### src/rtl/core/sfa_pkg.sv
// Package for the statistics fragment aggregator.
// Holds the item types, the configuration register map and a shared saturating-add helper.
// No dependencies.
package sfa_pkg;

	localparam int unsigned ADDR_W = 4;

	localparam logic [1:0] REG_TARGET_PARTITION = 2'd0;
	localparam logic [1:0] REG_EXPECTED_FORMAT  = 2'd1;
	localparam logic [1:0] REG_STORE_CORRUPT    = 2'd2;

	localparam logic [31:0] EXPECTED_FORMAT_RESET = 32'd1;

	typedef enum logic {
		KIND_FRAGMENT = 1'b0,
		KIND_FINISH   = 1'b1
	} kind_t;

	typedef struct packed {
		kind_t       kind;
		logic [63:0] source_id;
		logic [23:0] partition;
		logic [63:0] rows;
		logic [63:0] puts;
		logic [63:0] deletes;
		logic [63:0] distinct_values;
		logic [63:0] valid_from_low;
		logic [63:0] valid_from_high;
		logic [63:0] commit_seq_low;
		logic [63:0] commit_seq_high;
		logic [31:0] format_tag;
	} frag_t;

	typedef struct packed {
		logic [63:0] sum_rows;
		logic [63:0] sum_puts;
		logic [63:0] sum_deletes;
		logic [63:0] sum_distinct;
		logic [63:0] agg_valid_from_low;
		logic [63:0] agg_valid_from_high;
		logic [63:0] agg_commit_seq_low;
		logic [63:0] agg_commit_seq_high;
		logic        complete;
	} result_t;

	typedef struct packed {
		logic [23:0] target_partition;
		logic [31:0] expected_format;
		logic        store_corrupt;
	} cfg_t;

	function automatic logic [63:0] sat_add(input logic [63:0] a, input logic [63:0] b);
		logic [64:0] s;
		s = {1'b0, a} + {1'b0, b};
		return s[64] ? {64{1'b1}} : s[63:0];
	endfunction

endpackage

### src/rtl/core/statistics_fragment_aggregator_unit.sv
// Top level of the statistics fragment aggregator.
// Instantiates sfa_regs, sfa_check and sfa_merge; uses sfa_pkg.
//
// Each item is registered at the input, then validated and folded into the running
// aggregate, so the block takes one item every cycle while frag_stall is low.
// A finish item's result passes through the input register and then the single result
// register, where it is held until taken; that register is the only thing that can stall
// the input, and only a finish item waiting behind an untaken result does so.
module statistics_fragment_aggregator_unit (
	input  logic                       clk,
	input  logic                       arst_n,
	input  logic                       frag_valid,
	output logic                       frag_stall,
	input  sfa_pkg::frag_t             frag,
	output logic                       res_valid,
	input  logic                       res_stall,
	output sfa_pkg::result_t           res,
	input  logic                       psel,
	input  logic                       penable,
	input  logic                       pwrite,
	input  logic [sfa_pkg::ADDR_W-1:0] paddr,
	input  logic [31:0]                pwdata,
	output logic [31:0]                prdata,
	output logic                       pready
);

	sfa_pkg::cfg_t    cfg;
	sfa_pkg::frag_t   frag_s1;
	logic             valid_s1;
	logic             frag_ok;
	logic             advance_s1;
	logic             step;
	logic             load_res;
	sfa_pkg::result_t result;
	sfa_pkg::result_t res_q;
	logic             res_valid_q;

	assign pready     = 1'b1;
	assign advance_s1 = !(valid_s1 && (frag_s1.kind == sfa_pkg::KIND_FINISH) &&
		res_valid_q && res_stall);
	assign frag_stall = !advance_s1;
	assign step       = valid_s1 && advance_s1;
	assign load_res   = step && (frag_s1.kind == sfa_pkg::KIND_FINISH);
	assign res_valid  = res_valid_q;
	assign res        = res_q;

	sfa_regs u_regs (
		.clk     (clk),
		.arst_n  (arst_n),
		.psel    (psel),
		.penable (penable),
		.pwrite  (pwrite),
		.paddr   (paddr),
		.pwdata  (pwdata),
		.prdata  (prdata),
		.cfg     (cfg)
	);

	sfa_check u_check (
		.frag    (frag_s1),
		.cfg     (cfg),
		.frag_ok (frag_ok)
	);

	sfa_merge u_merge (
		.clk     (clk),
		.arst_n  (arst_n),
		.step    (step),
		.frag    (frag_s1),
		.frag_ok (frag_ok),
		.cfg     (cfg),
		.result  (result)
	);

	always_ff @(posedge clk or negedge arst_n) begin
		if (!arst_n) begin
			valid_s1 <= 1'b0;
		end else if (frag_valid && !frag_stall) begin
			valid_s1 <= 1'b1;
		end else if (advance_s1) begin
			valid_s1 <= 1'b0;
		end
	end

	always_ff @(posedge clk) begin
		if (frag_valid && !frag_stall) begin
			frag_s1 <= frag;
		end
	end

	always_ff @(posedge clk or negedge arst_n) begin
		if (!arst_n) begin
			res_valid_q <= 1'b0;
		end else if (load_res) begin
			res_valid_q <= 1'b1;
		end else if (!res_stall) begin
			res_valid_q <= 1'b0;
		end
	end

	always_ff @(posedge clk) begin
		if (load_res) begin
			res_q <= result;
		end
	end

endmodule

### src/rtl/core/sfa_regs.sv
// Configuration registers of the statistics fragment aggregator.
// APB-style write and read port; uses sfa_pkg.
module sfa_regs (
	input  logic                       clk,
	input  logic                       arst_n,
	input  logic                       psel,
	input  logic                       penable,
	input  logic                       pwrite,
	input  logic [sfa_pkg::ADDR_W-1:0] paddr,
	input  logic [31:0]                pwdata,
	output logic [31:0]                prdata,
	output sfa_pkg::cfg_t              cfg
);

	sfa_pkg::cfg_t cfg_q;
	logic [1:0]    reg_index;
	logic          wr_en;

	assign reg_index = paddr[3:2];
	assign wr_en     = psel && penable && pwrite;
	assign cfg       = cfg_q;

	always_ff @(posedge clk or negedge arst_n) begin
		if (!arst_n) begin
			cfg_q.target_partition <= '0;
			cfg_q.expected_format  <= sfa_pkg::EXPECTED_FORMAT_RESET;
			cfg_q.store_corrupt    <= 1'b0;
		end else if (wr_en) begin
			case (reg_index)
				sfa_pkg::REG_TARGET_PARTITION: cfg_q.target_partition <= pwdata[23:0];
				sfa_pkg::REG_EXPECTED_FORMAT:  cfg_q.expected_format  <= pwdata;
				sfa_pkg::REG_STORE_CORRUPT:    cfg_q.store_corrupt    <= pwdata[0];
				default: ;
			endcase
		end
	end

	always_comb begin
		case (reg_index)
			sfa_pkg::REG_TARGET_PARTITION: prdata = {8'd0, cfg_q.target_partition};
			sfa_pkg::REG_EXPECTED_FORMAT:  prdata = cfg_q.expected_format;
			sfa_pkg::REG_STORE_CORRUPT:    prdata = {31'd0, cfg_q.store_corrupt};
			default:                       prdata = '0;
		endcase
	end

endmodule

### src/rtl/core/sfa_check.sv
// Fragment validation of the statistics fragment aggregator.
// Pure combinational checks of one fragment; uses sfa_pkg.
module sfa_check (
	input  sfa_pkg::frag_t frag,
	input  sfa_pkg::cfg_t  cfg,
	output logic           frag_ok
);

	logic [63:0] pd_sum;
	logic        base_ok;
	logic        range_ok;

	assign pd_sum = frag.puts + frag.deletes;

	assign base_ok = (frag.source_id != '0) &&
		(frag.partition == cfg.target_partition) &&
		(frag.format_tag == cfg.expected_format) &&
		(frag.puts <= frag.rows) && (frag.deletes <= frag.rows) &&
		(pd_sum == frag.rows) && (frag.distinct_values <= frag.puts);

	assign range_ok = (frag.rows == '0) ||
		((frag.valid_from_low <= frag.valid_from_high) &&
		 (frag.commit_seq_low <= frag.commit_seq_high));

	assign frag_ok = base_ok && range_ok;

endmodule

### src/rtl/core/sfa_merge.sv
// Running aggregate of the statistics fragment aggregator.
// Holds the totals and ranges, merges valid fragments until the first invalid one
// and forms the finish result, which is zero while store_corrupt is set. Uses sfa_pkg.
module sfa_merge (
	input  logic             clk,
	input  logic             arst_n,
	input  logic             step,
	input  sfa_pkg::frag_t   frag,
	input  logic             frag_ok,
	input  sfa_pkg::cfg_t    cfg,
	output sfa_pkg::result_t result
);

	logic [63:0] total_rows_q;
	logic [63:0] total_puts_q;
	logic [63:0] total_deletes_q;
	logic [63:0] total_distinct_q;
	logic [63:0] vf_low_q;
	logic [63:0] vf_high_q;
	logic [63:0] cs_low_q;
	logic [63:0] cs_high_q;
	logic        stopped_q;
	logic        first;
	logic        is_finish;

	assign is_finish = (frag.kind == sfa_pkg::KIND_FINISH);
	assign first     = (total_rows_q == '0);

	always_ff @(posedge clk or negedge arst_n) begin
		if (!arst_n) begin
			total_rows_q     <= '0;
			total_puts_q     <= '0;
			total_deletes_q  <= '0;
			total_distinct_q <= '0;
			vf_low_q         <= '0;
			vf_high_q        <= '0;
			cs_low_q         <= '0;
			cs_high_q        <= '0;
			stopped_q        <= 1'b0;
		end else if (step) begin
			if (is_finish) begin
				total_rows_q     <= '0;
				total_puts_q     <= '0;
				total_deletes_q  <= '0;
				total_distinct_q <= '0;
				vf_low_q         <= '0;
				vf_high_q        <= '0;
				cs_low_q         <= '0;
				cs_high_q        <= '0;
				stopped_q        <= 1'b0;
			end else if (!cfg.store_corrupt && !stopped_q) begin
				if (!frag_ok) begin
					stopped_q <= 1'b1;
				end else begin
					if (first || frag.valid_from_low < vf_low_q) begin
						vf_low_q <= frag.valid_from_low;
					end
					if (first || frag.valid_from_high > vf_high_q) begin
						vf_high_q <= frag.valid_from_high;
					end
					if (first || frag.commit_seq_low < cs_low_q) begin
						cs_low_q <= frag.commit_seq_low;
					end
					if (first || frag.commit_seq_high > cs_high_q) begin
						cs_high_q <= frag.commit_seq_high;
					end
					total_rows_q     <= sfa_pkg::sat_add(total_rows_q, frag.rows);
					total_puts_q     <= sfa_pkg::sat_add(total_puts_q, frag.puts);
					total_deletes_q  <= sfa_pkg::sat_add(total_deletes_q, frag.deletes);
					total_distinct_q <= sfa_pkg::sat_add(total_distinct_q, frag.distinct_values);
				end
			end
		end
	end

	always_comb begin
		if (cfg.store_corrupt) begin
			result = '0;
		end else begin
			result.sum_rows            = total_rows_q;
			result.sum_puts            = total_puts_q;
			result.sum_deletes         = total_deletes_q;
			result.sum_distinct        = total_distinct_q;
			result.agg_valid_from_low  = vf_low_q;
			result.agg_valid_from_high = vf_high_q;
			result.agg_commit_seq_low  = cs_low_q;
			result.agg_commit_seq_high = cs_high_q;
			result.complete            = !stopped_q;
		end
	end

endmodule

### config.mk
export PLATFORM = sky130hd
export DESIGN_NAME = statistics_fragment_aggregator_unit
export DESIGN_NICKNAME = d
export VERILOG_FILES = /design/src/rtl/core/sfa_pkg.sv /design/src/rtl/core/statistics_fragment_aggregator_unit.sv /design/src/rtl/core/sfa_regs.sv /design/src/rtl/core/sfa_check.sv /design/src/rtl/core/sfa_merge.sv
export SDC_FILE = /design/constraint.sdc
export NUM_CORES = 2
export LEC_CHECK = 0
export BUFFER_PORTS_ARGS = -buffer_cell sky130_fd_sc_hd__buf_2
export CAP_MARGIN = 30
export CORE_AREA = 2 2 470 472
export DETAILED_ROUTE_END_ITERATION = 6
export DIE_AREA = 0 0 472 474
export HOLD_SLACK_MARGIN = 0.06
export PLACE_DENSITY = 0.6
export SYNTH_ARGS = -nofsm -noshare
export SYNTH_HDL_FRONTEND = slang
export SYNTH_SLANG_ARGS = --single-unit
### constraint.sdc
create_clock -name clk -period 20.5 [get_ports clk]
set_input_delay 0 -clock clk [delete_from_list [all_inputs] [get_ports clk]]
set_output_delay 0 -clock clk [all_outputs]
set_load 0.005 [all_outputs]
---- Yosys cells after proc, flatten, opt, wreduce, memory -nomap -nowiden ----
Cells that the tools add are included.
Widths: inputs -> output; s select.
storage, ports and cells
  output and inout bits ................... 548
  logic and storage cells ................. 141
  bits of input ports ..................... 676
  flip-flop bits (word level) ............. 1718
operators by class
  reduce and logical (&&, ||, !) cells .... 44
  add/sub/neg operators ................... 5
  eq/ne operators ......................... 8
  magnitude comparators ................... 9
  muxes and demuxes ....................... 40
operators by type and width
  operator            number
  $mux 64             32
  $le 64x64->1        5
  $add 64x64->65      4
  $gt 64x64->1        2
  $logic_not 64->1    2
  $lt 64x64->1        2
  $pmux 32 s3         1
  $add 64x64->64      1
  $eq 64x64->1        1
  $reduce_bool 64->1  1
  $eq 32x32->1        1
  $eq 24x24->1        1
  $logic_and 1x1->1   17
  $reduce_and 4->1    4
  $reduce_bool 2->1   6
  $mux 1              7
  $reduce_and 2->1    3
  $reduce_and 3->1    2
  $logic_or 1x1->1    5
  $ne 2x1->1 const B  2
  $logic_not 1->1     3
  $eq 2x1->1 const B  1
  $eq 2x2->1 const B  1
  $logic_not 2->1     1
  $ne 2x2->1 const B  1

---- Depth between registers and ports, before layout ----
  depth in word-level cells ............... 11
  depth in mapped cells ................... 20
  depth with buffers taken out ............ 17

---- Hierarchy ----
A second synthesis with hierarchy kept.
unflattened totals
  cells, all modules ...................... 8727
  area total of the unflattened synthesis .. 94765.9 µm²
modules (own cells, without submodules)
  module                               cells an instance  area each (µm²)  sequential area each (µm²)  times used
  sfa_merge                            5357               43613.1          12837.3                     1
  statistics_fragment_aggregator_unit  1160               34523.1          34463.1                     1
  sfa_check                            2023               14019.7          0.0                         1
  sfa_regs                             187                2610.0           1427.6                      1

---- Worst setup path after synthesis ----
OpenSTA, ideal clock, no wires.
  path kind ............................... reg-to-reg
  from .................................... reg frag_s1[632] (netlist bit)
  to ...................................... reg frag_s1[0] (netlist bit), enable pin
  setup time .............................. 1.084 ns
  stages on the path, launching flop included .. 5
  period minus slack after synthesis ...... 16.200 ns
  buffers on the path ..................... 2
  path slack .............................. 4.300 ns
  required time ........................... 19.416 ns
  arrival ................................. 15.115 ns
  cells stage by stage .................... edfxtp_1 clkbuf_1 clkbuf_1 nand4_1 and2_1
on the way
  word-level cells in the longest chain between the ends .. 5
ends and longest elaborated chain
  element                         line                                       text
  from (decl)                     statistics_fragment_aggregator_unit.sv:28  sfa_pkg::frag_t frag_s1;
  from (signal assigned)          statistics_fragment_aggregator_unit.sv:87  frag_s1 <= frag;
  $logic_and 1x1->1 (2 in a row)  statistics_fragment_aggregator_unit.sv:39  assign advance_s1 = !(valid_s1 && (frag_s1.kind == sfa_pkg::KIND_FINISH) &&
  $logic_and 1x1->1               statistics_fragment_aggregator_unit.sv:40  res_valid_q && res_stall);
  $logic_not 1->1                 statistics_fragment_aggregator_unit.sv:86  if (frag_valid && !frag_stall) begin
  $logic_and 1x1->1               statistics_fragment_aggregator_unit.sv:86
Every way passes these cells.
A chain may end at the register's enable or synchronous reset.

---- Worst setup path after layout ----
  from .................................... reg frag_s1[525] (netlist bit)
  to ...................................... reg u_merge.vf_low_q[0]
on the way
  word-level cells in the longest chain between the ends .. 8
  elaborated cells on any way between the ends .. 12
  classes of those cells .................. order compare (2); eq/ne (1); reduce/logical (9)
ends and longest elaborated chain
  element                          line             text
  $le 64x64->1                     sfa_check.sv:18  (frag.puts <= frag.rows) && (frag.deletes <= frag.rows) &&
  $logic_and 1x1->1                sfa_check.sv:17  (frag.format_tag == cfg.expected_format) &&
  $logic_and 1x1->1 (2 in a row)   sfa_check.sv:18
  $logic_and 1x1->1                sfa_check.sv:19  (pd_sum == frag.rows) && (frag.distinct_values <= frag.puts);
  $logic_and 1x1->1 (*)            sfa_check.sv:25  assign frag_ok = base_ok && range_ok;
  $reduce_bool 2->1 (no line) (*)  n/a
  $reduce_and 4->1 (no line) (*)   n/a
  to (signal assigned)             sfa_merge.sv:56  vf_low_q <= frag.valid_from_low;
  to (decl)                        sfa_merge.sv:18  logic [63:0] vf_low_q;
Mark *: on every way between the ends. The rest lies on a longest branch, timed or not.

==> results.md <==
- Status: finished clean
- Startpoint types: flip-flop
- Worst path cell trace: inv_1 > ha_1 > nand4_1 > nor4_1 > nand3_1 > nor3b_1 > or4_1 > o22ai_1 > nor4_1 > nand4_1 > nor3_1 > nand4_1 > or4_4 > a22oi_2 > buf_4 > mux2_1
- DP HPWL: 261 mm
- Gate count after technology mapping: 8724
- Fin Clk Skew: 0.0830 ns
- Hold Fails Final Rpt: 0
- # DRC: 0
- Fmax: 119 MHz
- First DRT Iteration DRCs: 6488
- Cell with the most instances after synthesis: edfxtp_1
- Vias in the first global route: 79600
- Share of cells above drive strength 1: 0.151
- Largest net degree at the start of global routing: 172
- Top cells by count, synth: edfxtp_1 (1146), ha_1 (893), nor2_1 (638)
- Boundary pin count: 1224
- PD cells: 77.8 mW/mm2
- Nets: 12800
- Synth top area cells: edfxtp_1 (36%), dfrtp_1 (15%), ha_1 (12%)
- Routed Antenna Nets: 0
- CP Class: flip-flop to flip-flop
- Worst skew pair latency: 0.87 ns
- Final setup vio count: 0
- Slowest stage delay, CP: 1.04 ns
- Tot GR Track Use: 0.309
- Via Count: 79700
- Period utilization: 0.411
- Initial antenna violation count: 59
- Max-slew violation count: 0
- CTS tree: yes
- Synth Flop Type: edfxtp_1
- Global route overflow: 0
- Postcts setup bufs: 0
- Post-synthesis register bit count: 1718
- Largest Register: frag_s1
- Grt peak-use layer: met2
- Leak: 55.9 nW
- Syn Area/Cell: 10.9 um2
- Initial core utilization: 0.437
- Die X: 472 um
- Number of synthesized flops with an enable pin: 1146
- Top cell type's share of synthesized area: 0.361
- First-pass GRT wire length: 517 mm
- Max reg flops: 633
- Met2 Track Usage GR: 0.507
- Grt met3 use: 0.0475
- Post-synth top area cell: edfxtp_1
- Yosys warns: 0
- Worst min-delay path class: primary input to flip-flop
- Critical Path AT: 9.16 ns
- Worst-path clk slew: 0.06 ns
- Worst Path Max Fanout: 50
- Final Util: 0.569
- Slew HR: 0.237
- P&R area growth vs syn: 30.4%
- VDD IR max: 0.0000673 V
- Die area: 0.224 mm2
- H-tree depth: 4
- Worst path buffer plus inverter count: 2
- Die height: 474 um
- Least-Margin Pin Slew: 1.14 ns
- Seq/Total Area, Yosys: 0.511
- Vias/cell: 5.56
- RSZ-0062 raised after global routing: no
- Routability Congestion: 0.957
- Worst path top cell family by delay: simple AND/OR/NAND/NOR gates
- Row cnt: 172
- Worst setup EP type: flip-flop
- Most used cell along the critical path: nand4_1
- Pre-antenna DRT Iters: 6
- Async SR Flop Fraction: 0.333
- Mapped Area: 0.0954 mm2
- Synthesized net count: 10300
- CTS Sinks: 1718
- Max Buffers Root-to-Sink: 3
- CP max stage cell: a22oi_2
- Setup TNS: 0 ns
- CTS root buf: clkbuf_16
- Met1 Use GR: 0.390
- Final WL: 356 mm
- Avg WL per Cell: 24.8 um
- Unique masters post-synth: 98
- Total CTS buffers: 186
- Worst Path Required: 21.24 ns
- Number of max-cap violations: 0
- Core Area: 0.219 mm2
- Port Buffers: 1220
- Min Clock Period, post-route: 8.42 ns
per-layer routing:
metal	share of wire	routed length (um)
met1	0.41	146000
met2	0.47	167000
met3	0.057	20400
met4	0.064	22800
met5	0.00030	108
per-stage QoR:
step | instance area (um2) | std cells | setup slack, ns | hold WS, ns | power, mW
6_report | 124000 | 14300 | 12.08 | 0.136 | 9.69
5_1_grt | 124000 | 14300 | 11.75 | 0.0800 | 10.1
4_1_cts | 124000 | 14300 | 12.20 | 0.0723 | 9.70
3_5_place_dp | 105000 | 12600 | 12.24 | 0.00603 | 6.04
3_3_place_gp | 105000 | 12600 | 12.21 | 0.00334 | 6.00
2_1_floorplan | 95400 | 8724 | 4.30 | -0.296 | 5.40
where the power goes:
group          total (mW)  internal (mW)  switching, mW
Clock                3.46           1.95           1.51
Combinational        1.94          0.812           1.13
Sequential           4.28           4.07          0.213
cell type report:
| cell class | instances | area, um2 |
|---|---|---|
| clock inverters | 109 | 1140 |
| fillers | 18400 | 94200 |
| clock buffers | 242 | 5090 |
| repair buffers | 2646 | 20300 |
| inverters | 612 | 2300 |
| flip-flops and latches | 1718 | 48700 |
| multi-input cells | 6090 | 43200 |
| diodes | 51 | 128 |
| well taps | 2871 | 3590 |
cell families (layout without fill, tap and decap cells):
| kind of cell | count (synthesis) | count (layout) | synth area share |
|---|---|---|---|
| and+or+nand+nor | 2670 | 2670 | 0.143 |
| AOI/OAI and AO/OA | 1808 | 1808 | 0.119 |
| DFF | 1718 | 1718 | 0.511 |
| buffers and inverters | 916 | 3609 | 0.0385 |
| adders and majority gates | 898 | 898 | 0.118 |
| muxes | 359 | 359 | 0.0385 |
| xor gates and xnor gates | 354 | 354 | 0.0325 |
| other | 1 | 52 | 0.0000393 |
placed cells by master, fill, tap and decap left out, drive strengths merged, types with 214 or more instances in the layout:
| cell | n |
|---|---|
| nand2 | 448 |
| nand2b | 330 |
| nand3 | 262 |
| nor2 | 639 |
| buf | 1297 |
| dlygate4sd3 | 1349 |
| ha | 893 |
| edfxtp | 1146 |
| nand4 | 214 |
| dfrtp | 571 |
| a21o | 267 |
| mux2i | 293 |
| xnor2 | 237 |
| nor2b | 352 |
| o21ai | 427 |
| clkbuf | 242 |
| a21oi | 582 |
| inv | 626 |
worst paths after layout:
check | from | to | slack (ns) | cells after the start
max | frag_s1[525]$_DFFE_PP_ | u_merge.vf_low_q[0]$_DFFE_PN0P_ | 12.08 | 16
min | frag[388] | frag_s1[388]$_DFFE_PP_ | 0.14 | 2
min reg2reg | u_merge.stopped_q$_DFFE_PN0P_ | u_merge.stopped_q$_DFFE_PN0P_ | 0.53 | 2
min in group asynchronous | arst_n | u_merge.vf_high_q[31]$_DFFE_PN0P_ | 0.41 | 4
max in group asynchronous | arst_n | u_merge.total_rows_q[10]$_DFFE_PN0P_ | 17.81 | 6
max reg2reg | frag_s1[525]$_DFFE_PP_ | u_merge.vf_low_q[0]$_DFFE_PN0P_ | 12.08 | 16
repair_timing:
item / 4_1_cts / 5_1_grt
endpoints found under the hold margin: 1210 / 0
resized for setup: 0 / 0
hold buffers: 1350 / 0
Power figures use the tool's default switching activity.
